`config.mk`:
```
export PLATFORM = sky130hd
export DESIGN_NAME = sliding_trimmed_mean_filter
export DESIGN_NICKNAME = d
export VERILOG_FILES = /design/src/stmf_pkg.sv /design/src/stmf_front.sv /design/src/stmf_queue.sv /design/src/stmf_back.sv /design/src/sliding_trimmed_mean_filter.sv
export SDC_FILE = /design/constraint.sdc
export NUM_CORES = 1
export LEC_CHECK = 0
export BUFFER_PORTS_ARGS = -buffer_cell sky130_fd_sc_hd__buf_2
export CAP_MARGIN = 20
export CORE_AREA = 2 2 214 216
export CTS_CLUSTER_SIZE = 25
export DETAILED_ROUTE_END_ITERATION = 16
export DIE_AREA = 0 0 216 218
export PLACE_DENSITY = 0.81
export REMOVE_ABC_BUFFERS = 1
export SYNTH_ARGS = -nofsm -noshare
export SYNTH_HDL_FRONTEND = slang
export SYNTH_HIERARCHICAL = 1
export SYNTH_SLANG_ARGS = --single-unit
```
`constraint.sdc`:
```
create_clock -name clk_i -period 24.5 [get_ports clk_i]
set_input_delay 4.9 -clock clk_i [delete_from_list [all_inputs] [get_ports clk_i]]
set_output_delay 4.9 -clock clk_i [all_outputs]
set_load 0.02 [all_outputs]
```
`src/stmf_pkg.sv`:
```
// Shared types and constants of the sliding trimmed-mean filter.
// Holds the transaction structs of both channels and the job passed front to back.
// No dependencies.
package stmf_pkg;

  localparam int unsigned SampleBits     = 16;
  localparam int unsigned WindowDef      = 7;
  localparam int unsigned WindowMax      = 15;
  localparam int unsigned QueueDepthDef  = 4;
  localparam int unsigned JobValBits     = SampleBits + $clog2(WindowMax);
  localparam int unsigned JobRepsBits    = $clog2(WindowMax + 1);

  typedef logic [SampleBits-1:0] sample_t;

  typedef struct packed {
    sample_t sample;
    logic    track_last;
  } in_item_t;

  typedef struct packed {
    sample_t filtered;
    logic    run_last;
    logic    track_end;
    logic    unfiltered;
  } out_item_t;

  typedef struct packed {
    logic [JobValBits-1:0]  value;
    logic [JobRepsBits-1:0] reps;
    logic                   run_last;
    logic                   track_end;
    logic                   unfiltered;
  } job_t;

endpackage

```
`src/stmf_front.sv`:
```
// Front end of the sliding trimmed-mean filter: window store, fill count, trimmed sum.
// Turns accepted samples into jobs for the queue. Depends on stmf_pkg.
module stmf_front
  import stmf_pkg::*;
#(
  parameter int unsigned WINDOW = WindowDef
) (
  input  logic     clk_i,
  input  logic     rst_ni,
  input  logic     push,
  input  in_item_t in_item_i,
  output logic     full,
  input  logic     q_full_i,
  output logic     job_push_o,
  output job_t     job_o
);

  localparam int unsigned Depth = WINDOW - 1;
  localparam int unsigned IdxW  = $clog2(Depth);
  localparam int unsigned CntW  = $clog2(WINDOW + 1);
  localparam int unsigned SumW  = SampleBits + $clog2(WINDOW);
  localparam int unsigned Lead  = (WINDOW - 1) / 2;
  localparam int unsigned Trail = (WINDOW - 1) - Lead;

  sample_t         store_q [Depth];
  sample_t         store_d [Depth];
  logic [CntW-1:0] seen_q, seen_d;
  logic [CntW-1:0] left_q, left_d;
  logic            drain_q, drain_d;

  logic            accept;
  logic            running;
  logic            drain_push;
  logic [SumW-1:0] sum;
  logic [SumW-1:0] tsum;
  sample_t         lo;
  sample_t         hi;
  logic [JobRepsBits-1:0] reps;

  assign full       = drain_q | q_full_i;
  assign accept     = push & ~full;
  assign running    = seen_q >= CntW'(WINDOW - 1);
  assign drain_push = drain_q & ~q_full_i;

  always_comb begin
    sum = SumW'(in_item_i.sample);
    lo  = in_item_i.sample;
    hi  = in_item_i.sample;
    for (int i = 0; i < Depth; i++) begin
      sum = sum + SumW'(store_q[i]);
      if (store_q[i] < lo) lo = store_q[i];
      if (store_q[i] > hi) hi = store_q[i];
    end
    tsum = sum - SumW'(lo) - SumW'(hi);
  end

  always_comb begin
    reps = JobRepsBits'(1);
    if (seen_q == CntW'(WINDOW - 1)) reps = reps + JobRepsBits'(Lead);
    if (in_item_i.track_last) reps = reps + JobRepsBits'(Trail);
  end

  always_comb begin
    job_push_o = 1'b0;
    job_o      = '0;
    if (drain_push) begin
      job_push_o       = 1'b1;
      job_o.value      = JobValBits'(store_q[0]);
      job_o.reps       = JobRepsBits'(1);
      job_o.run_last   = (left_q == CntW'(1));
      job_o.track_end  = (left_q == CntW'(1));
      job_o.unfiltered = 1'b1;
    end else if (accept && running) begin
      job_push_o       = 1'b1;
      job_o.value      = JobValBits'(tsum);
      job_o.reps       = reps;
      job_o.run_last   = 1'b1;
      job_o.track_end  = in_item_i.track_last;
      job_o.unfiltered = 1'b0;
    end
  end

  always_comb begin
    store_d = store_q;
    seen_d  = seen_q;
    left_d  = left_q;
    drain_d = drain_q;
    if (drain_push) begin
      for (int i = 0; i < Depth - 1; i++) store_d[i] = store_q[i+1];
      left_d = left_q - CntW'(1);
      if (left_q == CntW'(1)) drain_d = 1'b0;
    end else if (accept) begin
      if (running) begin
        for (int i = 0; i < Depth - 1; i++) store_d[i] = store_q[i+1];
        store_d[Depth-1] = in_item_i.sample;
        seen_d = in_item_i.track_last ? '0 : CntW'(WINDOW);
      end else begin
        store_d[seen_q[IdxW-1:0]] = in_item_i.sample;
        if (in_item_i.track_last) begin
          drain_d = 1'b1;
          left_d  = seen_q + CntW'(1);
          seen_d  = '0;
        end else begin
          seen_d = seen_q + CntW'(1);
        end
      end
    end
  end

  always_ff @(posedge clk_i) begin
    store_q <= store_d;
  end

  always_ff @(posedge clk_i or negedge rst_ni) begin
    if (!rst_ni) begin
      seen_q  <= '0;
      left_q  <= '0;
      drain_q <= 1'b0;
    end else begin
      seen_q  <= seen_d;
      left_q  <= left_d;
      drain_q <= drain_d;
    end
  end

endmodule

```
`src/stmf_queue.sv`:
```
// Job queue between front and back of the sliding trimmed-mean filter.
// Small register FIFO with first-word read. Depends on stmf_pkg.
module stmf_queue
  import stmf_pkg::*;
#(
  parameter int unsigned DEPTH = QueueDepthDef
) (
  input  logic clk_i,
  input  logic rst_ni,
  input  logic wr_i,
  input  job_t wr_data_i,
  output logic full_o,
  input  logic rd_i,
  output job_t rd_data_o,
  output logic empty_o
);

  localparam int unsigned PtrW = $clog2(DEPTH);
  localparam int unsigned CntW = $clog2(DEPTH + 1);

  job_t            mem_q [DEPTH];
  logic [PtrW-1:0] wr_ptr_q, rd_ptr_q;
  logic [CntW-1:0] count_q;
  logic            do_wr, do_rd;

  assign full_o    = (count_q == CntW'(DEPTH));
  assign empty_o   = (count_q == '0);
  assign do_wr     = wr_i & ~full_o;
  assign do_rd     = rd_i & ~empty_o;
  assign rd_data_o = mem_q[rd_ptr_q];

  always_ff @(posedge clk_i) begin
    if (do_wr) begin
      mem_q[wr_ptr_q] <= wr_data_i;
    end
  end

  always_ff @(posedge clk_i or negedge rst_ni) begin
    if (!rst_ni) begin
      wr_ptr_q <= '0;
      rd_ptr_q <= '0;
      count_q  <= '0;
    end else begin
      if (do_wr) begin
        wr_ptr_q <= (wr_ptr_q == PtrW'(DEPTH - 1)) ? '0 : wr_ptr_q + PtrW'(1);
      end
      if (do_rd) begin
        rd_ptr_q <= (rd_ptr_q == PtrW'(DEPTH - 1)) ? '0 : rd_ptr_q + PtrW'(1);
      end
      case ({do_wr, do_rd})
        2'b10:   count_q <= count_q + CntW'(1);
        2'b01:   count_q <= count_q - CntW'(1);
        default: count_q <= count_q;
      endcase
    end
  end

endmodule

```
`src/stmf_back.sv`:
```
// Back end of the sliding trimmed-mean filter: divide and repeat.
// Takes jobs from the queue into the result register. Depends on stmf_pkg.
module stmf_back
  import stmf_pkg::*;
#(
  parameter int unsigned WINDOW = WindowDef
) (
  input  logic      clk_i,
  input  logic      rst_ni,
  input  logic      q_empty_i,
  input  job_t      q_data_i,
  output logic      q_rd_o,
  output logic      empty,
  input  logic      pop,
  output out_item_t result_o
);

  localparam int unsigned SumW   = SampleBits + $clog2(WINDOW);
  localparam int unsigned Div    = WINDOW - 2;
  localparam int unsigned Shift  = SumW + $clog2(Div);
  localparam int unsigned RecipW = SumW + 1;
  localparam int unsigned ProdW  = SumW + RecipW;
  localparam int unsigned RepW   = $clog2(WINDOW + 1);
  localparam logic [63:0] Recip  = ((64'd1 << Shift) + 64'(Div) - 64'd1) / 64'(Div);

  logic            busy_q;
  sample_t         val_q;
  logic [RepW-1:0] rem_q;
  logic            runl_q, tend_q, unf_q;

  logic             last_copy;
  logic             advance;
  logic [ProdW-1:0] prod;
  sample_t          quot;

  assign last_copy = (rem_q == RepW'(1));
  assign advance   = ~busy_q | (pop & last_copy);
  assign q_rd_o    = advance & ~q_empty_i;

  assign prod = {RecipW'(0), q_data_i.value[SumW-1:0]} * {SumW'(0), Recip[RecipW-1:0]};
  assign quot = prod[Shift +: SampleBits];

  assign empty               = ~busy_q;
  assign result_o.filtered   = val_q;
  assign result_o.run_last   = runl_q & last_copy;
  assign result_o.track_end  = tend_q & last_copy;
  assign result_o.unfiltered = unf_q;

  always_ff @(posedge clk_i) begin
    if (q_rd_o) begin
      val_q  <= q_data_i.unfiltered ? q_data_i.value[SampleBits-1:0] : quot;
      runl_q <= q_data_i.run_last;
      tend_q <= q_data_i.track_end;
      unf_q  <= q_data_i.unfiltered;
    end
  end

  always_ff @(posedge clk_i or negedge rst_ni) begin
    if (!rst_ni) begin
      busy_q <= 1'b0;
      rem_q  <= '0;
    end else if (q_rd_o) begin
      busy_q <= 1'b1;
      rem_q  <= q_data_i.reps[RepW-1:0];
    end else if (advance) begin
      busy_q <= 1'b0;
    end else if (pop) begin
      rem_q <= rem_q - RepW'(1);
    end
  end

endmodule

```
`src/sliding_trimmed_mean_filter.sv`:
```
// Top level of the sliding trimmed-mean filter: front, job queue and back.
// Depends on stmf_pkg, stmf_front, stmf_queue and stmf_back.
//
//   channel   handshake            payload      accepted when
//   input     push / full          in_item_i    push & !full
//   result    empty / pop          result_o     pop & !empty
//
// One sample a cycle while filling or running and the queue has room; one result
// a cycle while jobs are queued. A first or last window repeats its mean from the
// result register, and the queue absorbs the incoming samples meanwhile. A short
// track passes through unfiltered while full is high. Reset clears counts
// and queue; the window store needs no reset. Either side may stall on its own.
module sliding_trimmed_mean_filter
  import stmf_pkg::*;
#(
  parameter int unsigned WINDOW      = WindowDef,
  parameter int unsigned QUEUE_DEPTH = QueueDepthDef
) (
  input  logic      clk_i,
  input  logic      rst_ni,
  input  logic      push,
  input  in_item_t  in_item_i,
  output logic      full,
  output logic      empty,
  input  logic      pop,
  output out_item_t result_o
);

  logic q_full, q_empty, job_push, q_rd;
  job_t job, q_data;

  stmf_front #(
    .WINDOW(WINDOW)
  ) u_front (
    .clk_i      (clk_i),
    .rst_ni     (rst_ni),
    .push       (push),
    .in_item_i  (in_item_i),
    .full       (full),
    .q_full_i   (q_full),
    .job_push_o (job_push),
    .job_o      (job)
  );

  stmf_queue #(
    .DEPTH(QUEUE_DEPTH)
  ) u_queue (
    .clk_i     (clk_i),
    .rst_ni    (rst_ni),
    .wr_i      (job_push),
    .wr_data_i (job),
    .full_o    (q_full),
    .rd_i      (q_rd),
    .rd_data_o (q_data),
    .empty_o   (q_empty)
  );

  stmf_back #(
    .WINDOW(WINDOW)
  ) u_back (
    .clk_i     (clk_i),
    .rst_ni    (rst_ni),
    .q_empty_i (q_empty),
    .q_data_i  (q_data),
    .q_rd_o    (q_rd),
    .empty     (empty),
    .pop       (pop),
    .result_o  (result_o)
  );

endmodule

```
Yosys cells after proc, flatten, opt, wreduce, memory -nomap -nowiden
Memories as Yosys holds them, arrays and structs flattened.
Cells that the tools add are included.
{"block": "word_totals", "ram_bits": 108, "ff_bits": 133, "memories": 1, "out_inout_bits": 21, "word_cells": 137, "inputBits": 21}
{"block": "classes", "multipliers": 1, "n_mux": 47, "reduce_logical": 12, "order_cmp": 15, "eq_ne": 11, "n_addsub": 16, "bitwise": 16}
{"name": "u_queue.mem_q", "depth": 4, "width": 27, "read_ports": 1, "rd_ports_with_merged_regs": 0, "wr": 1, "line": "stmf_queue.sv:21", "source": "job_t mem_q [DEPTH];"}
{"operator": "$mux W16", "count": 14}
{"operator": "$mux W96", "count": 2}
{"operator": "$bwmux W96", "count": 1}
{"operator": "$gt A16 B16 Y1", "count": 6}
{"operator": "$lt A16 B16 Y1", "count": 6}
{"operator": "$add A19 B16 Y19", "count": 5}
{"operator": "$mux W80", "count": 1}
{"operator": "$demux W16 S3", "count": 1}
{"operator": "$mul A19 B20 Y38 const B", "count": 1}
{"operator": "$sub A19 B16 Y19", "count": 2}
{"operator": "$mux W3", "count": 11}
{"operator": "$mux W27", "count": 1}
{"operator": "$mux W26", "count": 1}
{"operator": "$add A16 B16 Y17", "count": 1}
{"operator": "$mux W1", "count": 11}
{"operator": "$reduce_bool A2 Y1", "count": 5}
{"operator": "$sub A3 B1 Y3 const B", "count": 3}
{"operator": "$and A1 B1 Y1", "count": 8}
{"operator": "$add A3 B1 Y3 const B", "count": 2}
{"operator": "$eq A2 B2 Y1 const B", "count": 3}
{"operator": "$eq A3 B1 Y1 const B", "count": 2}
{"operator": "$eq A3 B3 Y1 const B", "count": 2}
{"operator": "$ne A2 B2 Y1 const B", "count": 3}
{"operator": "$pmux W3 S2", "count": 1}
{"operator": "16 further kinds", "count": 25}

Logic depth before layout (Yosys ltp)
Gate-level depths: netlist of the first run.
{"block": "depth", "word_depth": 16, "depth_mapped": 97, "mapped_depth_nobuf": 90}

By module
Netlist of the first run, hierarchy kept.
{"module": "stmf_front", "instances": 1, "seq_area_each_um2": 3057.9, "area_each_um2": 14966.9, "cells_each": 1550}
{"module": "stmf_back", "instances": 1, "seq_area_each_um2": 670.6, "area_each_um2": 6505.0, "cells_each": 697}
{"module": "stmf_queue", "instances": 1, "seq_area_each_um2": 3418.3, "area_each_um2": 4347.9, "cells_each": 182}

Least setup slack after synthesis of the first run
No wires, ideal clock.
{"block": "synth_path", "kind": "input to register", "start": "input in_item_i[14] (netlist name)", "end": "memory u_queue/mem_q[0][25] (netlist name) (data pin)", "t_required_ps": 24219, "t_arrival_ps": 23062, "cell_stages": 94, "n_path_buf": 8, "setup_slack_ps": 1156, "cell_sequence": "clkbuf_1 inv_1 ha_1 and4_4 nand4_2 a211o_1 nand4_2 and2_1 clkbuf_1 clkbuf_1 a21oi_1 ha_1 a21oi_1 o21ai_0 o21ai_0 o21ai_0 a41oi_1 a21oi_1 [... 58 more ...] fa_1 inv_1 ha_1 fa_1 a21o_1 a21oi_1 o21bai_1 a21oi_1 o21bai_1 a21oi_1 o21bai_1 a21oi_1 o21bai_1 a21oi_1 o21bai_1 a21oi_1 or3_1 nand3_1"}
{"element": "start, declared", "line": "sliding_trimmed_mean_filter.sv:22", "source": "input in_item_t in_item_i,"}
{"element": "end, declared", "line": "stmf_queue.sv:21"}

==> results.py, run 1 <==
metrics = {
    "run_status": {
        "status": "finished, final reports clean",
    },
    "floorplanning": {
        "row_count": 78,
        "start_util": 0.568,
        "core-area_sq_um": 44900,
        "fp.dieH_microns": 218,
        "io_pins": 42,
        "dieWidth_microns": 216,
        "die_area_sq_um": 47100,
    },
    "finish": {
        "nets": 3026,
        "area_delta_synth_final_pct": 8.04,
        "fin_util": 0.614,
        "final_area_sq_um": 27600,
        "antenna_cells": 0,
        "final_cells": 3082,
        "drive_above_1_share": 0.120,
    },
    "setup_path": {
        "crit_fanout": 19,
        "path_common_cell": "a21oi_1",
        "cp-end-kind": "flop",
        "critical_path_class": "in2reg",
        "crit_path_start_kind": "input pin",
        "max_stage_delay_ns": 0.62,
        "crit_slowest_cell": "a211oi_1",
        "critical_path_arrival_ns": 23.84,
        "worst_ep_required_time_ns": 24.79,
    },
    "sta": {
        "slew_violations": 0,
        "post-route-period-util": 0.961,
        "clock_skew_ns": 0.0317,
        "timing.final.crit_period_ns": 23.55,
        "relSlewSlack": 0.300,
        "finalSetupViolCount": 0,
        "fmax_mhz": 42.5,
        "final-hold-violation-count": 0,
        "tightest_slew_ns": 1.05,
    },
    "grt": {
        "grt_first_pass_wirelength_microns": 112000,
        "gr-usage-all-layers": 0.312,
        "grt_overflow": 0,
        "first_global_vias": 19600,
        "grt_max_degree": 81,
        "antenna_found_initial": 0,
    },
    "yosys": {
        "syn-cell-area_sq_um": 25500,
        "avgSynthCellArea_sq_um": 10.6,
        "yosys_warnings": 6,
        "postSynthCellCount": 2416,
    },
    "placed_design": {
        "placed_area_sq_um": 26500,
        "port_buffers": 41,
        "dpl.cell_count": 3028,
        "place_congestion": 1.02,
        "dp_hpwl_microns": 59000,
    },
    "clock_tree": {
        "cts.sinks": 233,
        "clock_latency_ns": 0.60,
        "cts_buffers": 27,
        "htree_num_levels": 1,
        "cts_root_buf": "clkbuf_16",
        "hold_buffers": 0,
        "clockBufferDepth": 3,
        "clk_pin_slew_ns": 0.06,
        "tritoncts": "built",
    },
    "drt": {
        "drc": 0,
        "drt-initial-drc-count": 1589,
        "dr.max_layer_used": "met4",
        "wl_microns": 72300,
        "wl_met2_microns": 35500,
        "firstDrtPassIters": 5,
        "vias_per_cell": 6.05,
        "ant_nets": 0,
        "met1Wirelength_microns": 29000,
        "wl_per_cell_microns": 23.5,
        "num_vias": 18600,
        "wl_met3_microns": 3990,
    },
    "job": {
        "max-cap-violations": 0,
    },
    "hold_path": {
        "min_path_type": "reg2reg",
    },
}
## critical path, delay by kind of cell
family	cells	cell delay, ns
AO/OA/AOI/OAI	51	9.92
adder cells (fa/ha/maj)	11	4.23
buffers and inverters	12	1.61
multiplexers	3	0.68
AND/OR/NAND/NOR	16	2.41
## cell type report
cell class | count | area (sq um)
tap | 600 | 751
inverter | 509 | 1910
sequential | 233 | 6910
clock inverter | 19 | 277
clock buffer | 31 | 701
multi-input combinational | 1596 | 16400
timing repair buffer | 94 | 607
fill | 3683 | 17300
## flip-flops by register name, indices dropped and copies added (netlist names), 2 cells and up
register / cells
u_back/rem_q: 3
u_back/val_q: 16
u_front/left_q: 3
u_front/seen_q: 3
u_front/store_q: 96
u_queue/count_q: 3
u_queue/mem_q: 100
u_queue/rd_ptr_q: 2
u_queue/wr_ptr_q: 2
## placed cells by master, fill, tap and decap left out, types with 18 or more instances in the layout
cell type    n
a21o_1      60
a21oi_1    100
a22o_1      82
and2_1      24
buf_2       41
buf_4       52
clkbuf_16   27
dfrtp_1     18
edfxtp_1   215
fa_1       211
ha_1       333
inv_1      508
mux2_2      53
mux2i_1     98
mux4_2      25
nand2_1     93
nand3_1     24
nand4_1     38
nor2_1      55
nor3_1      26
o21a_1      23
o21ai_0     74
xnor2_1     28
## routing by layer
| metal | vias up | GRT usage |
|---|---|---|
| li1 | 8499 | - |
| met1 | 9251 | 0.390 |
| met2 | 701 | 0.544 |
| met3 | 196 | 0.0358 |
| met4 | 0 | 0.140 |
| met5 | - | 0 |
## path summary, 6_finish.rpt
check                                        to  cells past startpoint  slack [ns]                start
min in group asynchronous    u_queue/count_q[0]                      1        4.26               rst_ni
max reg2reg                u_queue/mem_q[1][25]                     90        4.91  u_front/store_q[92]
max                        u_queue/mem_q[1][25]                     93        0.95        in_item_i[10]
max in group asynchronous     u_front/seen_q[0]                      1       19.93               rst_ni
min reg2reg                  u_queue/count_q[2]                      1        0.51   u_queue/count_q[2]
min                          u_queue/count_q[2]                      1        0.51   u_queue/count_q[2]
## repair_timing
action                                  in CTS  in global routing
buffers inserted                             0                  4
endpoints found under the setup margin       0                 36
gates resized for setup                      0                 15
endpoints found under the hold margin        0                  0
## stage by stage
step	TNS, ns	hold slack, ns	worst slack [ns]
3_5_place_dp	-1.54	0.505	-0.132
3_3_place_gp	0	0.479	0.445
2_1_floorplan	-3.62	0.456	-0.381
6_report	0	0.511	0.952
5_1_grt	-0.236	0.539	-0.0469
4_1_cts	0	0.517	0.398
Power of run 1 is left out: the tool's default activity adds up to more than one toggle a clock period on the data nets, which glitch-free logic cannot reach.
==> run 2: changes to the inputs <==
ABC_AREA = 1   (was unset)
==> run 2 against run 1 <==
Effect of this change:
- flip-flop and latch count is the same
- clock skew is 0.0098 ns lower
- area after synthesis decreased by 0.57%
- die area stayed put
- cell area fell by 1.9%
- critical path depth shrank 10
==> results.py, run 2 <==
metrics = {
    "yosys": {
        "avgSynthCellArea_sq_um": 8.44,
        "syn-cell-area_sq_um": 25400,
        "postSynthCellCount": 3005,
        "yosys_warnings": 6,
    },
    "finish": {
        "nets": 3587,
        "largestRegisters": "u_queue/mem_q x100, u_front/store_q x96, u_back/val_q x16",
        "final_cell_mix": "686 x nand2_1, 549 x inv_1, 333 x ha_1, 242 x o21ai_0, 215 x edfxtp_1",
        "top_register": "u_queue/mem_q",
        "n_fill_cell": 3921,
        "area.sequential_sq_um": 6910,
        "antenna_cells": 0,
        "multi_input_area_sq_um": 15900,
        "final_common_cell": "nand2_1",
        "drive_above_1_share": 0.0601,
        "largest_reg_flops": 100,
        "area_delta_synth_final_pct": 6.61,
    },
    "sta": {
        "fmax_mhz": 43.1,
        "final-hold-violation-count": 0,
        "worst_slack_ns": 1.31,
        "finalSetupTns_ns": 0,
        "post-route-period-util": 0.947,
        "relSlewSlack": 0.0964,
        "clock_skew_ns": 0.0219,
        "tightest_slew_ns": 1.32,
        "rsz0062_at_grt": "false",
        "timing.final.crit_period_ns": 23.19,
        "slew_violations": 0,
        "finalSetupViolCount": 0,
    },
    "setup_path": {
        "crit_fanout": 32,
        "critical_path_class": "in2reg",
        "crit_slowest_cell": "a2111oi_0",
        "critical_path_arrival_ns": 23.49,
        "path_common_cell": "nand2_1",
        "max_stage_delay_ns": 1.04,
        "crit_path_start_kind": "input pin",
        "cp-end-kind": "flop",
        "worst_ep_required_time_ns": 24.79,
    },
    "clock_tree": {
        "cts_buffers": 27,
        "hold_buffers": 0,
        "tritoncts": "built",
        "cts_root_buf": "clkbuf_16",
        "cts.sinks": 233,
        "htree_num_levels": 1,
        "postCtsSetupRepairBufs": 0,
        "clock_latency_ns": 0.59,
        "clockBufferDepth": 3,
        "clk_pin_slew_ns": 0.06,
    },
    "grt": {
        "grt_max_degree": 104,
        "gr-usage-all-layers": 0.345,
        "grt_overflow": 0,
        "grt_first_pass_wirelength_microns": 123000,
        "first_global_vias": 21700,
        "antenna_found_initial": 1,
    },
    "hold_path": {
        "min_path_type": "reg2reg",
    },
    "drt": {
        "wl_microns": 80700,
        "wl_met2_microns": 38800,
        "num_vias": 21400,
        "wl_met3_microns": 5900,
        "wl_per_cell_microns": 22.2,
        "met1Wirelength_microns": 30400,
        "dr.max_layer_used": "met5",
        "drt-initial-drc-count": 2030,
        "drc": 0,
        "firstDrtPassIters": 9,
        "ant_nets": 0,
        "vias_per_cell": 5.86,
    },
    "floorplanning": {
        "row_count": 78,
        "dieWidth_microns": 216,
        "core-area_sq_um": 44900,
        "fp.dieH_microns": 218,
        "io_pins": 42,
        "start_util": 0.565,
        "die_area_sq_um": 47100,
    },
    "placed_design": {
        "dp_hpwl_microns": 63800,
        "place_congestion": 0.997,
        "port_buffers": 41,
        "dp_slack_ns": 1.14,
    },
    "job": {
        "max-cap-violations": 0,
    },
    "run_status": {
        "status": "finished, final reports clean",
    },
}
-- run 2: routing by layer --
layer  vias to the layer above  track usage
li1                       9880            -
met1                     10200        0.415
met2                       989        0.589
met3                       316       0.0509
met4                         2        0.208
met5                         -            0
-- run 2: area by class of cell --
class | count | area share
multi-input cells | 2115 | 0.588
flip-flops and latches | 233 | 0.255
inverters | 581 | 0.0806
well taps | 600 | 0.0278
clock buffers | 30 | 0.0254
repair buffers | 64 | 0.0147
clock inverters | 20 | 0.00819
-- run 2: critical path: cells and delay by family --
family                   cells  cell delay, ns
adder cells (fa/ha/maj)     12            4.98
AO/OA/AOI/OAI               21            6.58
AND/OR/NAND/NOR             38            5.35
buffers and inverters       11            1.46
XOR/XNOR                     1            0.16
-- run 2: final timing paths --
kind,start,end,slack [ns],cells after the start
max,in_item_i[4],u_queue/mem_q[0][25],1.31,83
min,u_queue/count_q[1],u_queue/count_q[1],0.51,2
max reg2reg,u_front/store_q[85],u_queue/mem_q[0][25],5.67,79
min reg2reg,u_queue/count_q[1],u_queue/count_q[1],0.51,2
max in group asynchronous,rst_ni,u_queue/rd_ptr_q[0],19.90,1
min in group asynchronous,rst_ni,u_back/busy_q,4.26,1
-- run 2: metrics by stage --
stage	area, sq um	util	std cells	hold slack [ns]
2_1_floorplan	25000	-	2929	0.450
6_report	27000	0.602	3643	0.507
5_1_grt	27000	0.602	3643	0.540
3_5_place_dp	26100	0.582	3592	0.485
4_1_cts	27000	0.602	3642	0.506
3_3_place_gp	26100	0.582	3592	0.463
-- run 2: what timing repair did --
item                       in CTS  in global routing
setup endpoints to repair       0                  4
hold endpoints to repair        0                  0
gates resized for setup         0                  1
Power of run 2 is left out for the same reason.
